### config.mk
export PLATFORM = sky130hd
export DESIGN_NAME = word_chunk_text_normalizer_flat
export DESIGN_NICKNAME = d
export VERILOG_FILES = /design/src/rtl/wctn_pkg.sv /design/src/rtl/doc_if.sv /design/src/rtl/res_if.sv /design/src/rtl/word_chunk_text_normalizer.sv /design/src/rtl/wctn_in_reg.sv /design/src/rtl/wctn_step.sv /design/src/rtl/wctn_out_reg.sv /design/src/flat_wrapper.sv
export VERILOG_INCLUDE_DIRS = /design/src /design/src/rtl
export SDC_FILE = /design/constraint.sdc
export NUM_CORES = 1
export LEC_CHECK = 0
export ABC_AREA = 1
export BUFFER_PORTS_ARGS = -buffer_cell sky130_fd_sc_hd__buf_2
export CORE_UTILIZATION = 60
export CTS_BUF_LIST = sky130_fd_sc_hd__clkbuf_2
export DETAILED_ROUTE_END_ITERATION = 7
export GPL_TIMING_DRIVEN = 0
export PLACE_DENSITY = 0.92
export SETUP_SLACK_MARGIN = 0.15
export SYNTH_ARGS = -nofsm -noshare
export SYNTH_HDL_FRONTEND = slang
export SYNTH_SLANG_ARGS = --single-unit
### constraint.sdc
create_clock -name clk -period 4.9 [get_ports clk]
set_input_delay 0.98 -clock clk [delete_from_list [all_inputs] [get_ports clk]]
set_output_delay 0.98 -clock clk [all_outputs]
set_load 0.005 [all_outputs]
### src/rtl/assert_macros.svh
// Assertion macros for the word chunk text normalizer.
// Expects signals clk and rst in the scope of use.
`ifndef ASSERT_MACROS_SVH
`define ASSERT_MACROS_SVH

// Same-cycle implication, checked outside reset.
`define CHK_IMPLY(label, ante, cons, msg) \
  label: assert property (@(posedge clk) disable iff (rst) (ante) |-> (cons)) \
    else $error(msg);

// Next-cycle implication, checked outside reset.
`define CHK_NEXT(label, ante, cons, msg) \
  label: assert property (@(posedge clk) disable iff (rst) (ante) |=> (cons)) \
    else $error(msg);

`endif

### src/rtl/wctn_pkg.sv
// Shared types and character constants for the word chunk text normalizer.
// No dependencies.
`timescale 1ns / 1ps

package wctn_pkg;

  localparam logic [3:0] WPC_RESET = 4'd4;

  localparam logic [7:0] CH_SPACE  = 8'd32;
  localparam logic [7:0] CH_TAB    = 8'd9;
  localparam logic [7:0] CH_CR     = 8'd13;
  localparam logic [7:0] CH_LT     = 8'h3C;
  localparam logic [7:0] CH_B      = 8'h62;
  localparam logic [7:0] CH_SLASH  = 8'h2F;
  localparam logic [7:0] CH_LOW_A  = 8'h61;
  localparam logic [7:0] CH_LOW_Z  = 8'h7A;
  localparam logic [7:0] CH_UP_A   = 8'h41;
  localparam logic [7:0] CH_UP_Z   = 8'h5A;
  localparam logic [7:0] CH_DIG_0  = 8'h30;
  localparam logic [7:0] CH_DIG_9  = 8'h39;
  localparam logic [7:0] CASE_OFS  = 8'd32;

  typedef struct packed {
    logic [7:0] doc_byte;
    logic       doc_end;
  } doc_item_t;

  typedef struct packed {
    logic       char_valid;
    logic [7:0] char_out;
    logic       chunk_done;
    logic       chunk_dropped;
    logic       chunk_overflow;
  } res_item_t;

endpackage

### src/rtl/doc_if.sv
// Input channel: one document byte per item.
// Standalone; no package dependency.
`timescale 1ns / 1ps

interface doc_if;
  logic       valid;
  logic       ready;
  logic [7:0] doc_byte;
  logic       doc_end;

  modport source (output valid, output doc_byte, output doc_end, input ready);
  modport sink   (input valid, input doc_byte, input doc_end, output ready);
endinterface

### src/rtl/res_if.sv
// Result channel: one normalized character and chunk flags per item.
// Standalone; no package dependency.
`timescale 1ns / 1ps

interface res_if;
  logic       valid;
  logic       ready;
  logic       char_valid;
  logic [7:0] char_out;
  logic       chunk_done;
  logic       chunk_dropped;
  logic       chunk_overflow;

  modport source (output valid, output char_valid, output char_out, output chunk_done,
                  output chunk_dropped, output chunk_overflow, input ready);
  modport sink   (input valid, input char_valid, input char_out, input chunk_done,
                  input chunk_dropped, input chunk_overflow, output ready);
endinterface

### src/rtl/word_chunk_text_normalizer.sv
// Channel  | Dir | Payload
// doc      | in  | doc_byte[7:0], doc_end
// res      | out | char_valid, char_out[7:0], chunk_done, chunk_dropped, chunk_overflow
// cfg      | in  | cfg_we, cfg_data[3:0] (words per chunk)
//
// One byte per cycle while results are taken; results leave from the result register.
// The input register feeds the step logic, which writes the result register.
// Bytes that produce no result leave no result item.
// Synchronous reset clears all word and chunk state and sets words per chunk to 4.
// A stalled result holds the step; the input register absorbs one further byte.
// Depends on wctn_pkg, doc_if, res_if, wctn_in_reg, wctn_step, wctn_out_reg.
`timescale 1ns / 1ps
`include "assert_macros.svh"

module word_chunk_text_normalizer #(
  parameter int CHUNK_CAP = 128
) (
  input  logic       clk,
  input  logic       rst,
  doc_if.sink        doc,
  res_if.source      res,
  input  logic       cfg_we,
  input  logic [3:0] cfg_data
);

  logic [3:0]          wpc;
  wctn_pkg::doc_item_t in_item, q_item;
  wctn_pkg::res_item_t step_res, out_item;
  logic                q_valid, adv, res_has;
  logic                res_flagged, char_lower, char_digit;

  always_ff @(posedge clk) begin
    if (rst) begin
      wpc <= wctn_pkg::WPC_RESET;
    end else if (cfg_we) begin
      wpc <= cfg_data;
    end
  end

  assign in_item.doc_byte = doc.doc_byte;
  assign in_item.doc_end  = doc.doc_end;
  assign adv = q_valid && (!res.valid || res.ready);

  wctn_in_reg u_in_reg (
    .clk      (clk),
    .rst      (rst),
    .in_valid (doc.valid),
    .in_ready (doc.ready),
    .in_item  (in_item),
    .take     (adv),
    .q_valid  (q_valid),
    .q_item   (q_item)
  );

  wctn_step #(.CHUNK_CAP(CHUNK_CAP)) u_step (
    .clk        (clk),
    .rst        (rst),
    .wpc        (wpc),
    .fire       (adv),
    .item       (q_item),
    .res        (step_res),
    .has_result (res_has)
  );

  wctn_out_reg u_out_reg (
    .clk       (clk),
    .rst       (rst),
    .load      (adv && res_has),
    .res_in    (step_res),
    .out_valid (res.valid),
    .out_ready (res.ready),
    .out_item  (out_item)
  );

  assign res.char_valid     = out_item.char_valid;
  assign res.char_out       = out_item.char_out;
  assign res.chunk_done     = out_item.chunk_done;
  assign res.chunk_dropped  = out_item.chunk_dropped;
  assign res.chunk_overflow = out_item.chunk_overflow;

  assign res_flagged = res.char_valid || res.chunk_done || res.chunk_dropped ||
                       res.chunk_overflow;
  assign char_lower  = (res.char_out >= wctn_pkg::CH_LOW_A) &&
                       (res.char_out <= wctn_pkg::CH_LOW_Z);
  assign char_digit  = (res.char_out >= wctn_pkg::CH_DIG_0) &&
                       (res.char_out <= wctn_pkg::CH_DIG_9);

  `CHK_IMPLY(a_res_flagged, res.valid, res_flagged, "result item with no flag set")
  `CHK_IMPLY(a_char_range, res.valid && res.char_valid, char_lower || char_digit, "kept character out of range")
  `CHK_IMPLY(a_char_ovf, res.valid && res.char_valid, !res.chunk_overflow, "kept character flagged as overflow")
  `CHK_NEXT(a_res_load, adv && res_has, res.valid, "result item lost")

endmodule

### src/rtl/wctn_in_reg.sv
// Input register stage: holds one accepted document byte until the step logic takes it.
// Depends on wctn_pkg.
`timescale 1ns / 1ps

module wctn_in_reg (
  input  logic               clk,
  input  logic               rst,
  input  logic               in_valid,
  output logic               in_ready,
  input  wctn_pkg::doc_item_t in_item,
  input  logic               take,
  output logic               q_valid,
  output wctn_pkg::doc_item_t q_item
);

  logic hold_valid;
  wctn_pkg::doc_item_t hold_item;

  assign in_ready = !hold_valid || take;
  assign q_valid  = hold_valid;
  assign q_item   = hold_item;

  always_ff @(posedge clk) begin
    if (rst) begin
      hold_valid <= 1'b0;
    end else if (in_ready) begin
      hold_valid <= in_valid;
    end
  end

  always_ff @(posedge clk) begin
    if (in_valid && in_ready) begin
      hold_item <= in_item;
    end
  end

endmodule

### src/rtl/wctn_step.sv
// Word, filter and chunk state with the per-byte update logic.
// Depends on wctn_pkg.
`timescale 1ns / 1ps

module wctn_step #(
  parameter int CHUNK_CAP = 128
) (
  input  logic                clk,
  input  logic                rst,
  input  logic [3:0]          wpc,
  input  logic                fire,
  input  wctn_pkg::doc_item_t item,
  output wctn_pkg::res_item_t res,
  output logic                has_result
);

  localparam int LEN_W = $clog2(CHUNK_CAP);
  localparam logic [LEN_W-1:0] LEN_MAX = LEN_W'(CHUNK_CAP - 1);

  logic [3:0]       word_count;
  logic             inside_word;
  logic             angle_pending;
  logic [1:0]       skip_left;
  logic [LEN_W-1:0] chunk_length;
  logic             chunk_started;

  logic [3:0]       word_count_next;
  logic             inside_word_next;
  logic             angle_pending_next;
  logic [1:0]       skip_left_next;
  logic [LEN_W-1:0] chunk_length_next;
  logic             chunk_started_next;

  logic [7:0] b;
  logic       is_space, is_lower, is_digit, is_upper, keep_char;
  logic       examine, fin, reach, done, dropped, valid, ovf;
  logic [4:0] count_inc;
  logic       ang1, started1;
  logic [1:0] skip1;
  logic [LEN_W-1:0] len1;
  logic [7:0] ch;

  always_comb begin
    b        = item.doc_byte;
    is_space = (b == wctn_pkg::CH_SPACE) || (b >= wctn_pkg::CH_TAB && b <= wctn_pkg::CH_CR);
    is_lower = (b >= wctn_pkg::CH_LOW_A) && (b <= wctn_pkg::CH_LOW_Z);
    is_digit = (b >= wctn_pkg::CH_DIG_0) && (b <= wctn_pkg::CH_DIG_9);
    is_upper = (b >= wctn_pkg::CH_UP_A) && (b <= wctn_pkg::CH_UP_Z);
    keep_char = is_lower || is_digit || is_upper;
    ch = is_upper ? (b + wctn_pkg::CASE_OFS) : b;

    examine  = 1'b0;
    ang1     = angle_pending;
    skip1    = skip_left;
    started1 = chunk_started;
    if (is_space) begin
      ang1  = 1'b0;
      skip1 = 2'd0;
    end else begin
      started1 = 1'b1;
      if (skip_left != 2'd0) begin
        skip1 = skip_left - 2'd1;
      end else if (angle_pending) begin
        ang1 = 1'b0;
        if (b == wctn_pkg::CH_B || b == wctn_pkg::CH_SLASH) begin
          skip1 = 2'd1;
        end else begin
          examine = 1'b1;
        end
      end else begin
        examine = 1'b1;
      end
    end
    if (examine && b == wctn_pkg::CH_LT) begin
      ang1 = 1'b1;
    end

    valid = 1'b0;
    ovf   = 1'b0;
    len1  = chunk_length;
    if (examine && keep_char) begin
      if (chunk_length < LEN_MAX) begin
        len1  = chunk_length + LEN_W'(1);
        valid = 1'b1;
      end else begin
        ovf = 1'b1;
      end
    end

    // A word ends either at whitespace or, still open, at document end.
    fin       = is_space ? inside_word : item.doc_end;
    count_inc = {1'b0, word_count} + 5'd1;
    reach     = count_inc >= {1'b0, wpc};
    done      = fin && reach;
    dropped   = item.doc_end && !done && started1;

    word_count_next    = word_count;
    chunk_length_next  = len1;
    chunk_started_next = started1;
    if (done) begin
      word_count_next    = 4'd0;
      chunk_length_next  = '0;
      chunk_started_next = 1'b0;
    end else if (fin) begin
      word_count_next = count_inc[3:0];
    end
    inside_word_next   = !is_space;
    angle_pending_next = ang1;
    skip_left_next     = skip1;
    if (item.doc_end) begin
      word_count_next    = 4'd0;
      inside_word_next   = 1'b0;
      angle_pending_next = 1'b0;
      skip_left_next     = 2'd0;
      chunk_length_next  = '0;
      chunk_started_next = 1'b0;
    end

    res.char_valid     = valid;
    res.char_out       = valid ? ch : 8'd0;
    res.chunk_done     = done;
    res.chunk_dropped  = dropped;
    res.chunk_overflow = ovf;
    has_result         = valid || done || dropped || ovf;
  end

  always_ff @(posedge clk) begin
    if (rst) begin
      word_count    <= 4'd0;
      inside_word   <= 1'b0;
      angle_pending <= 1'b0;
      skip_left     <= 2'd0;
      chunk_length  <= '0;
      chunk_started <= 1'b0;
    end else if (fire) begin
      word_count    <= word_count_next;
      inside_word   <= inside_word_next;
      angle_pending <= angle_pending_next;
      skip_left     <= skip_left_next;
      chunk_length  <= chunk_length_next;
      chunk_started <= chunk_started_next;
    end
  end

endmodule

### src/rtl/wctn_out_reg.sv
// Result register: holds one result item until the downstream side takes it.
// Depends on wctn_pkg.
`timescale 1ns / 1ps

module wctn_out_reg (
  input  logic                clk,
  input  logic                rst,
  input  logic                load,
  input  wctn_pkg::res_item_t res_in,
  output logic                out_valid,
  input  logic                out_ready,
  output wctn_pkg::res_item_t out_item
);

  logic                hold_valid;
  wctn_pkg::res_item_t hold_item;

  assign out_valid = hold_valid;
  assign out_item  = hold_item;

  always_ff @(posedge clk) begin
    if (rst) begin
      hold_valid <= 1'b0;
    end else if (load) begin
      hold_valid <= 1'b1;
    end else if (out_ready) begin
      hold_valid <= 1'b0;
    end
  end

  always_ff @(posedge clk) begin
    if (load) begin
      hold_item <= res_in;
    end
  end

endmodule

### src/flat_wrapper.sv
// flat-port wrapper written by rule: the top's interface ports become plain ports
module word_chunk_text_normalizer_flat 
#(
  parameter int CHUNK_CAP = 128
)
  (clk, rst, cfg_we, cfg_data, doc_valid, doc_doc_byte, doc_doc_end, doc_ready, res_valid, res_char_valid, res_char_out, res_chunk_done, res_chunk_dropped, res_chunk_overflow, res_ready);
  doc_if doc_i ();
  res_if res_i ();
  input  logic clk;
  input  logic rst;
  input  logic cfg_we;
  input  logic [3:0] cfg_data;
  input wire logic [$bits(doc_i.valid)-1:0] doc_valid;
  input wire logic [$bits(doc_i.doc_byte)-1:0] doc_doc_byte;
  input wire logic [$bits(doc_i.doc_end)-1:0] doc_doc_end;
  output wire logic [$bits(doc_i.ready)-1:0] doc_ready;
  output wire logic [$bits(res_i.valid)-1:0] res_valid;
  output wire logic [$bits(res_i.char_valid)-1:0] res_char_valid;
  output wire logic [$bits(res_i.char_out)-1:0] res_char_out;
  output wire logic [$bits(res_i.chunk_done)-1:0] res_chunk_done;
  output wire logic [$bits(res_i.chunk_dropped)-1:0] res_chunk_dropped;
  output wire logic [$bits(res_i.chunk_overflow)-1:0] res_chunk_overflow;
  input wire logic [$bits(res_i.ready)-1:0] res_ready;
  assign doc_i.valid = doc_valid;
  assign doc_i.doc_byte = doc_doc_byte;
  assign doc_i.doc_end = doc_doc_end;
  assign doc_ready = doc_i.ready;
  assign res_valid = res_i.valid;
  assign res_char_valid = res_i.char_valid;
  assign res_char_out = res_i.char_out;
  assign res_chunk_done = res_i.chunk_done;
  assign res_chunk_dropped = res_i.chunk_dropped;
  assign res_chunk_overflow = res_i.chunk_overflow;
  assign res_i.ready = res_ready;
  word_chunk_text_normalizer #(.CHUNK_CAP(CHUNK_CAP)) u_core (.clk(clk), .rst(rst), .doc(doc_i), .res(res_i), .cfg_we(cfg_we), .cfg_data(cfg_data));
endmodule
Word-level counts from Yosys, hierarchy flattened
Index checks and enable logic that the tools add are counted.
{ "word_totals": {"output_inout_bits": 14, "regBits": 43, "in_bits": 18, "word_cells": 103} }
{ "op_classes": {"reduce_logical": 36, "n_lt_le_gt_ge": 10, "mux": 32, "n_eq_ne": 5, "n_addsub": 4} }
{ "op_table": {"columns": ["cell", "n"], "rows": [
  ["$mux 7", 4],
  ["$eq 8x6->1 const B", 3],
  ["$mux 1", 19],
  ["$ge 8x7->1 const B", 2],
  ["$le 8x7->1 const B", 2],
  ["$logic_and 1x1->1", 12],
  ["$mux 4", 3],
  ["$mux 2", 5],
  ["$logic_or 1x1->1", 9],
  ["$reduce_bool 3->1", 3],
  ["$add 8x6->8 const B", 1],
  ["$eq 8x7->1 const B", 1],
  ["$ge 8x4->1 const B", 1],
  ["$ge 8x6->1 const B", 1],
  ["$le 8x4->1 const B", 1],
  ["$le 8x6->1 const B", 1],
  ["$mux 8", 1],
  ["$reduce_bool 4->1", 2],
  ["$add 7x1->7 const B", 1],
  ["$lt 7x7->1 const B", 1],
  ["$reduce_and 3->1", 2],
  ["$add 4x1->5 const B", 1],
  ["$ge 5x4->1", 1],
  ["$logic_not 1->1", 4],
  ["other kinds (4)", 6]
]} }

Depth between registers and ports, before layout
Gate-level depths: netlist of the first run.
{ "depth": {"word_depth": 13, "mapped_depth": 15, "mapped_depth_nobuf": 14} }

Cells and area by module
A second synthesis of the first run with hierarchy kept.
{ "hier_totals": {"hier_cells": 312, "hier_area_um2": 2534.9} }
{ "modules_own_cells": {"columns": ["module", "instances", "seq_area_each_um2", "area_each_um2", "cells_per_inst"], "rows": [
  ["wctn_step", 1, 320.3, 1619.1, 249],
  ["wctn_out_reg", 1, 380.4, 400.4, 17],
  ["wctn_in_reg", 1, 290.3, 317.8, 15],
  ["word_chunk_text_normalizer", 1, 80.1, 197.7, 31]
]} }

Worst setup path before layout of the first run
Ideal clock, no wire load.
{ "synth_timing": {"kind": "register to register", "startpoint": "register u_core.u_step.word_count[0]", "endpoint": "register u_core.u_out_reg.hold_item (netlist bit u_core.u_out_reg.out_item[0]) (enable)", "t_arrival_ns": 1.959, "path_buffers": 1, "stages_incl_launch_ff": 14, "setup_slack_ns": 2.597, "required_time_ns": 4.556, "cell_sequence": "dfxtp_1 > ha_1 > xor2_1 > ha_1 > nand2_1 > nand2_1 > nand3_1 > nand4_1 > nand3_2 > buf_6 > nand3_1 > nand3_1 > nand2_1 > inv_1"} }
{ "synth_between": {"elab_chain_len": 9, "elab_cells_between_ends": 10} }
{ "synth_lines": {"columns": ["element", "line_no", "text"], "rows": [
  ["start, declared", "wctn_step.sv:20", "logic [3:0] word_count;"],
  ["start signal, assigned", "wctn_step.sv:136", "word_count <= word_count_next;"],
  ["$add 4x1->5 (*)", "wctn_step.sv:92", "count_inc = {1'b0, word_count} + 5'd1;"],
  ["$ge 5x4->1 (*)", "wctn_step.sv:93", "reach = count_inc >= {1'b0, wpc};"],
  ["$logic_and 1x1->1 (*)", "wctn_step.sv:94", "done = fin && reach;"],
  ["$logic_not 1->1", "wctn_step.sv:95", "dropped = item.doc_end && !done && started1;"],
  ["$logic_and 1x1->1 (2 in a row)", "wctn_step.sv:95", null],
  ["$logic_or 1x1->1 (*) (2 in a row)", "wctn_step.sv:124", "has_result = valid || done || dropped || ovf;"],
  ["$logic_and 1x1->1 (*)", "word_chunk_text_normalizer.sv:68", ".load (adv && res_has),"],
  ["via u_core.u_out_reg.load", "wctn_out_reg.sv:8", "input logic load,"],
  ["end signal, assigned", "wctn_out_reg.sv:33", "hold_item <= res_in;"],
  ["end, declared", "wctn_out_reg.sv:16", "wctn_pkg::res_item_t hold_item;"]
]} }
The timed path passes the listed nets; every way through them passes the cells marked *.
A chain may end at the register's enable or synchronous reset.

Final worst setup path of the first run
{ "layout_timing": {"startpoint": "register u_core.u_step.word_count[0]", "endpoint": "register u_core.u_out_reg.hold_item (netlist bit u_core.u_out_reg.out_item[4]) (enable)"} }
Same word-level chain as after synthesis.

==> impl_results.md, run 1 <==
- Post-Syn Area: 2340 µm²
- Commonest non-fill, non-tap cells in the layout: nand2_1 (51), buf_2 (32), inv_1 (30), nor2_1 (30), nand3_1 (27)
- Clock buffer depth: 2
- Die H: 64.5 µm
- Status: finished clean
- Synth area leader: edfxtp_1
- Hold depth: 2
- HPWL Detailed: 3.19 mm
- Critical path arrival: 2.85 ns
- PwrDens: 255 nW/µm²
- Endpoints failing setup: 0
- GRT Max-Usage Layer: met2
- Synth cell types: 32
- Largest cells by area after synthesis: edfxtp_1 (27%), dfxtp_1 (19%), nand2_1 (8.2%), nand3_1 (5.8%), a21oi_1 (5.3%)
- CTS tree: built
- Final ANT Viol Nets: 0
- Detailed Route WL: 4.14 mm
- Post-CTS Resized: 0
- Clk slew on worst S/H paths: 0.24 ns
- Maximum VDD drop: 0.217 mV
- Setup Skew: 0.0395 ns
- Sequential area share after synthesis: 45.8%
- Largest net degree at the start of global routing: 14
- Critical Path RT: 4.98 ns
- Relative slew slack: 71.4%
- TritonRoute pass-1 iters: 4
- Via count: 1940
- DIE WIDTH: 64.5 µm
- Met1 Usage GRT: 29.1%
- Period utilization: 56.5%
- # port buffers: 30
- Crit. End Element: flop
- Post-Synthesis Cells: 284
- Max FO, Critical Path: 12
- Ys async rst share: 0%
- Initial antenna violation count: 0
- Share of cells above drive strength 1: 21.1%
- Top_reg_cell synth: dfxtp_1
- Synthesized area per cell: 8.24 µm²
- Worst hold slack: 0.472 ns
- Post-placement cell area: 2550 µm²
- Vias in the first global route: 1735
- Fin. max-slew vios: 0
- Final hold viol count: 0
- Maxcap violations: 0
- Number of buffers created by CTS: 5
- Cts hold-fix bufs: 0
- First-pass GRT wire length: 7.12 mm
- H-tree level count: 2
- Routed vias/inst: 5.24
- Setup TNS: 0 ns
- IO Count: 32
- Tot Pwr: 661 µW
- Path depth of the worst reg2reg path: 13
- Initial Util: 63.5%
- CTS sink cnt: 43
- RSZ-0062 raised after global routing: false
- Placer Congestion: 0.890
- Final net count: 348
- Total GRT Usage: 21.9%
- Synthesis-to-finish area growth: 10.7%
- DR WL/cell: 11.2 µm
- Final min period: 2.77 ns
- Synthesized flop and latch total: 43
- Core Area: 3690 µm²
- Slew @ Worst Pin: 0.430 ns
- Worst slack, placed: 2.18 ns
- Leak: 0.00118 µW
- Drc violations: 0
- Worst-skew pair later-pin latency: 0.42 ns
- HP Class: flop to flop
- Ys Warns: 0
- Fin area: 2590 µm²
- Antenna diodes: 0
- Overflow after GRT: 0
- Setup Fix Bufs, Post-CTS: 0
- Met3 global-route usage: 3.17%
- CTS Root Cell: clkbuf_2
- Initial DRC count: 127
- GR Util met2: 36.1%
- Fin worst setup slack: 2.13 ns
- CP Class: flop to flop
- Fmax: 0.361 GHz
- Syn nets: 311
- Critical path startpoint category: flop
- Top-area cell type share of the netlist area: 26.9%
- Die ar.: 4160 µm²
- Commonest non-fill, non-tap cell in the layout: nand2_1
- Post-synth EDFFs: 21
- Row cnt: 22
cell usage after synthesis, types with 2 or more instances:
cell type,count
nand3_4,2
nand3_1,27
buf_2,2
dfxtp_1,22
inv_1,30
nand4_1,12
nand3_2,3
edfxtp_1,21
buf_6,2
ha_1,9
nand2_1,51
nor2_2,7
inv_2,5
clkbuf_1,2
nand2_2,3
nor2_1,30
a21oi_1,25
nand3b_1,3
o21ai_0,11
xor2_1,5
through the flow:
step	utilization, %	std cells
2_1_floorplan	-	284
3_3_place_gp	69.2	362
3_5_place_dp	69.2	362
4_1_cts	70.3	370
5_1_grt	70.3	370
6_report	70.3	370
flip-flops by register name, indices dropped and copies added (netlist names):
| name | cells |
|---|---|
| u_core.u_in_reg.q_item | 9 |
| u_core.u_in_reg.q_valid | 1 |
| u_core.u_out_reg.out_item | 12 |
| u_core.u_out_reg.out_valid | 1 |
| u_core.u_step.angle_pending | 1 |
| u_core.u_step.chunk_length | 7 |
| u_core.u_step.chunk_started | 1 |
| u_core.u_step.inside_word | 1 |
| u_core.u_step.skip_left | 2 |
| u_core.u_step.word_count | 4 |
| u_core.wpc | 4 |
path summary, 6_finish.rpt:
path | from | end | slack (ns)
max | u_core.u_step.word_count[0] | u_core.u_out_reg.out_item[4] | 2.13
min | u_core.u_step.skip_left[1] | u_core.u_step.skip_left[1] | 0.47
max reg2reg | u_core.u_step.word_count[0] | u_core.u_out_reg.out_item[4] | 2.13
min reg2reg | u_core.u_step.skip_left[1] | u_core.u_step.skip_left[1] | 0.47
cell type report:
class,instances,area (µm²)
Fill cell,307,1100
Sequential cell,43,1070
Timing Repair Buffer,30,150
Multi-Input combinational cell,198,1090
Inverter,37,141
Buffer,6,40.0
Tap cell,48,60.1
Clock buffer,5,25.0
Clock inverter,3,15.0
cell families after synthesis:
kind of cell	after synthesis	synth area share, %
simple gates	142	29.8
buf+inv	43	7.75
flops	43	45.8
compound gates	41	9.62
fa+ha+maj	9	4.81
xor+xnor	6	2.24
routing by layer:
layer	share of wire [%]	vias up
li1	-	1021
met3	6.2	7
met1	48	849
met5	0	-
met4	1.5	0
met2	45	63
critical path, stage by stage, from the launching register on:
cell and delay, ns:
dfxtp_1 0.45, ha_1 0.21, xor2_1 0.24, ha_1 0.30, nand2_1 0.07, nand2_1 0.05, nand3_1 0.06, nand4_1 0.11
nand3_2 0.12, buf_6 0.16, nand3_1 0.12, nand3_1 0.09, nand2_1 0.09, inv_1 0.34
power by group:
group | total, µW | switching (µW) | leakage [µW] | internal (µW)
Combinational | 106 | 66.3 | 0.000766 | 39.8
Clock | 142 | 110 | 0.0000325 | 32.7
Sequential | 412 | 14.1 | 0.000385 | 398
Total | 661 | 190 | 0.00118 | 471
(Power assumes the default switching activity.)
==> inputs of run 2 (changes only) <==
--- a/config.mk
+++ b/config.mk
@@ -8,11 +8,11 @@
 export LEC_CHECK = 0
 export ABC_AREA = 1
 export BUFFER_PORTS_ARGS = -buffer_cell sky130_fd_sc_hd__buf_2
-export CORE_UTILIZATION = 60
+export CORE_UTILIZATION = 54
 export CTS_BUF_LIST = sky130_fd_sc_hd__clkbuf_2
 export DETAILED_ROUTE_END_ITERATION = 7
 export GPL_TIMING_DRIVEN = 0
-export PLACE_DENSITY = 0.92
+export PLACE_DENSITY = 0.88
 export SETUP_SLACK_MARGIN = 0.15
 export SYNTH_ARGS = -nofsm -noshare
 export SYNTH_HDL_FRONTEND = slang
==> constraint.sdc (replaced) <==
create_clock -name clk -period 2.2 [get_ports clk]
set_input_delay 0.44 -clock clk [delete_from_list [all_inputs] [get_ports clk]]
set_output_delay 0.44 -clock clk [all_outputs]
set_load 0.005 [all_outputs]
==> impl_results.md, run 2 (synthesized netlist as in run 1, its figures left out) <==
- Status: finished with violations
- Failing checks: negative setup slack
- Post-placement cell area: 2580 µm² (+1.3%)
- Endpoints failing setup: 11 (+11)
- # port buffers: 30 (unchanged)
- Final hold viol count: 0 (unchanged)
- Maximum VDD drop: 0.416 mV (+91%)
- Worst slack, placed: -0.166 ns (-2.34 ns)
- RSZ-0062 raised after global routing: true
- Hold Startpoint: doc_doc_byte[4]
- Core Area: 4090 µm² (+11%)
- Antenna diodes: 0 (unchanged)
- Routed vias/inst: 5.63 (+7.4%)
- Initial antenna violation count: 0 (unchanged)
- CP peak stage delay: 0.42 ns (-0.03 ns)
- Critical path startpoint category: flop
- Final min period: 2.24 ns (-0.533 ns)
- R2r setup slk: -0.04 ns (-2.17 ns)
- CP max stage cell: dfxtp_4
- DIE WIDTH: 67.8 µm (+5.2%)
- Vias in the first global route: 1900 (+9.5%)
- CTS sink cnt: 43 (unchanged)
- Critical Path RT: 2.36 ns (-2.62 ns)
- Clock power share: 21.8% (+0.3 points)
- Die H: 67.8 µm (+5.2%)
- Hold depth: 1 (-1)
- Final net count: 361 (+3.7%)
- Net Switching: 467 µW (+150%)
- Path depth of the worst reg2reg path: 13 (unchanged)
- Clock buffer depth: 2 (unchanged)
- Share of cells above drive strength 1: 30.4% (+9.3 points)
- Via count: 2168 (+12%)
- Combinational power share: 19.3% (+3.2 points)
- Fin. max-slew vios: 0 (unchanged)
- Flop pwr share: 58.9% (-3.5 points)
- Detailed Route WL: 5.15 mm (+24%)
- Synthesis-to-finish area growth: 22.0%
- Setup Skew: 0.0346 ns (-0.00482 ns)
- CTS tree: built
- Fin area: 2860 µm² (+10%)
- Maxcap violations: 0 (unchanged)
- Hold EP: u_core.u_in_reg.q_item[5]
- Placer Congestion: 0.877 (-1.4%)
- IO Count: 32 (unchanged)
- Fmax: 0.447 GHz (+24%)
- Commonest non-fill, non-tap cells in the layout: nand2_1 (49), buf_2 (32), inv_1 (28)
- Max FO, Critical Path: 6 (-6)
- Critical path cell sequence: ha_4, xor2_4, ha_4, nand2_2, inv_2, nand4_1, nand4_1, nand3_2, buf_6, nand3_4, nand3_4, nand2_8, inv_8
- Relative slew slack: 58.4% (-13 points)
- HPWL Detailed: 3.38 mm (+6.0%)
- Max reg flops: 12 (unchanged)
- GRT Max-Usage Layer: met2
- Number of buffers created by CTS: 5 (unchanged)
- First-pass GRT wire length: 7.94 mm (+11%)
- Dpl cells: 364 (+0.55%)
- Total GRT Usage: 23.3% (+1.4 points)
- Cts hold-fix bufs: 0 (unchanged)
- Met3 global-route usage: 4.67% (+1.5 points)
- Initial Util: 57.3% (-6.2 points)
- FF-to-FF Start: u_core.u_step.word_count[0]
- Commonest non-fill, non-tap cell in the layout: nand2_1
- Largest net degree at the start of global routing: 13 (-1)
- HP Class: input pin to flop
- Drc violations: 0 (unchanged)
- Row cnt: 23 (+4.5%)
- H-tree level count: 2 (unchanged)
- Clk slew on worst S/H paths: 0.23 ns (about the same)
- Initial DRC count: 309 (+140%)
- GR Util met2: 38.6% (+2.6 points)
- Tot Pwr: 1560 µW (+140%)
- TritonRoute pass-1 iters: 7 (+3)
- DR WL/cell: 13.4 µm (+20%)
- Overflow after GRT: 0 (unchanged)
- Crit. End Element: flop
- Internal Power: 1090 µW (+130%)
- Worst hold slack: 0.181 ns (-0.291 ns)
- Period utilization: 102% (+45 points)
- Critical path arrival: 2.40 ns (-0.45 ns)
- Leak: 0.00127 µW (+7.4%)
- Final ANT Viol Nets: 0 (unchanged)
- CP Class: flop to flop
- Worst-skew pair later-pin latency: 0.44 ns (+0.02 ns)
- Worst R2R End: u_core.u_out_reg.out_item[9]
- Slew @ Worst Pin: 0.624 ns (+0.195 ns)
- PwrDens: 546 nW/µm² (+110%)
- Sw frac: 29.9% (+1.2 points)
- Die ar.: 4600 µm² (+11%)
- Post-Layout Cell Count: 385 (+4.1%)
- Fin worst setup slack: -0.0357 ns (-2.17 ns)
- CTS Root Cell: clkbuf_2
- CP Launch Point: u_core.u_step.word_count[0]
- Met1 Usage GRT: 28.8% (-0.28 points)
==> run 2: timing repair <==
item,4_1_cts,5_1_grt
hold endpoints to repair,0,0
buffers inserted,8,3
endpoints found under the setup margin,19,27
pin swaps,4,15
cloned,2,0
resized for setup,10,23
==> run 2: area by class of cell <==
type,instances,area (µm²)
Sequential cell,43,1080
Inverter,37,154
Clock inverter,1,5.00
Fill cell,304,1230
Tap cell,50,62.6
Buffer,6,40.0
Timing Repair inverter,1,11.3
Multi-Input combinational cell,198,1210
Timing Repair Buffer,42,255
Clock buffer,7,35.0
==> run 2: how the worst max path moves through the flow <==
stage | to | depth (start not counted)
global route | u_core.u_step.chunk_length[0] | 16
global placement | u_core.u_out_reg.out_item[9] | 13
detailed placement | u_core.u_out_reg.out_item[1] | 13
CTS | u_core.u_out_reg.out_item[10] | 13
floorplan | u_core.u_out_reg.out_item[0] | 13
finish | u_core.u_out_reg.out_item[9] | 13
==> run 2: critical path, delay by kind of cell, from the launching register on <==
family,cells,cell delay (ns)
simple gates,7,0.63
fa+ha+maj,2,0.44
flops,1,0.42
buf+inv,3,0.27
xor+xnor,1,0.19
==> run 2: power by group through the flow <==
| stage | registers [µW] | clock network, µW | logic (µW) |
|---|---|---|---|
| after global placement | 935 | 0 | 233 |
| final | 919 | 340 | 301 |
| after floorplan | 932 | 0 | 177 |
| after CTS | 919 | 345 | 268 |
| after detailed placement | 937 | 0 | 241 |
| after global routing | 924 | 373 | 334 |
==> run 2: metrics by stage <==
step	util, %	setup TNS [ns]
detailed placement	63.2	-1.99
floorplan	-	0
global route	69.9	-2.05
global placement	63.2	-1.30
CTS	66.8	-0.0552
finish	69.9	-0.324
==> run 2: metal layers <==
layer	share of wire (%)	vias to the layer above
li1	-	1055
met1	43	994
met2	48	99
met3	6.6	20
met4	2.7	0
met5	0	-
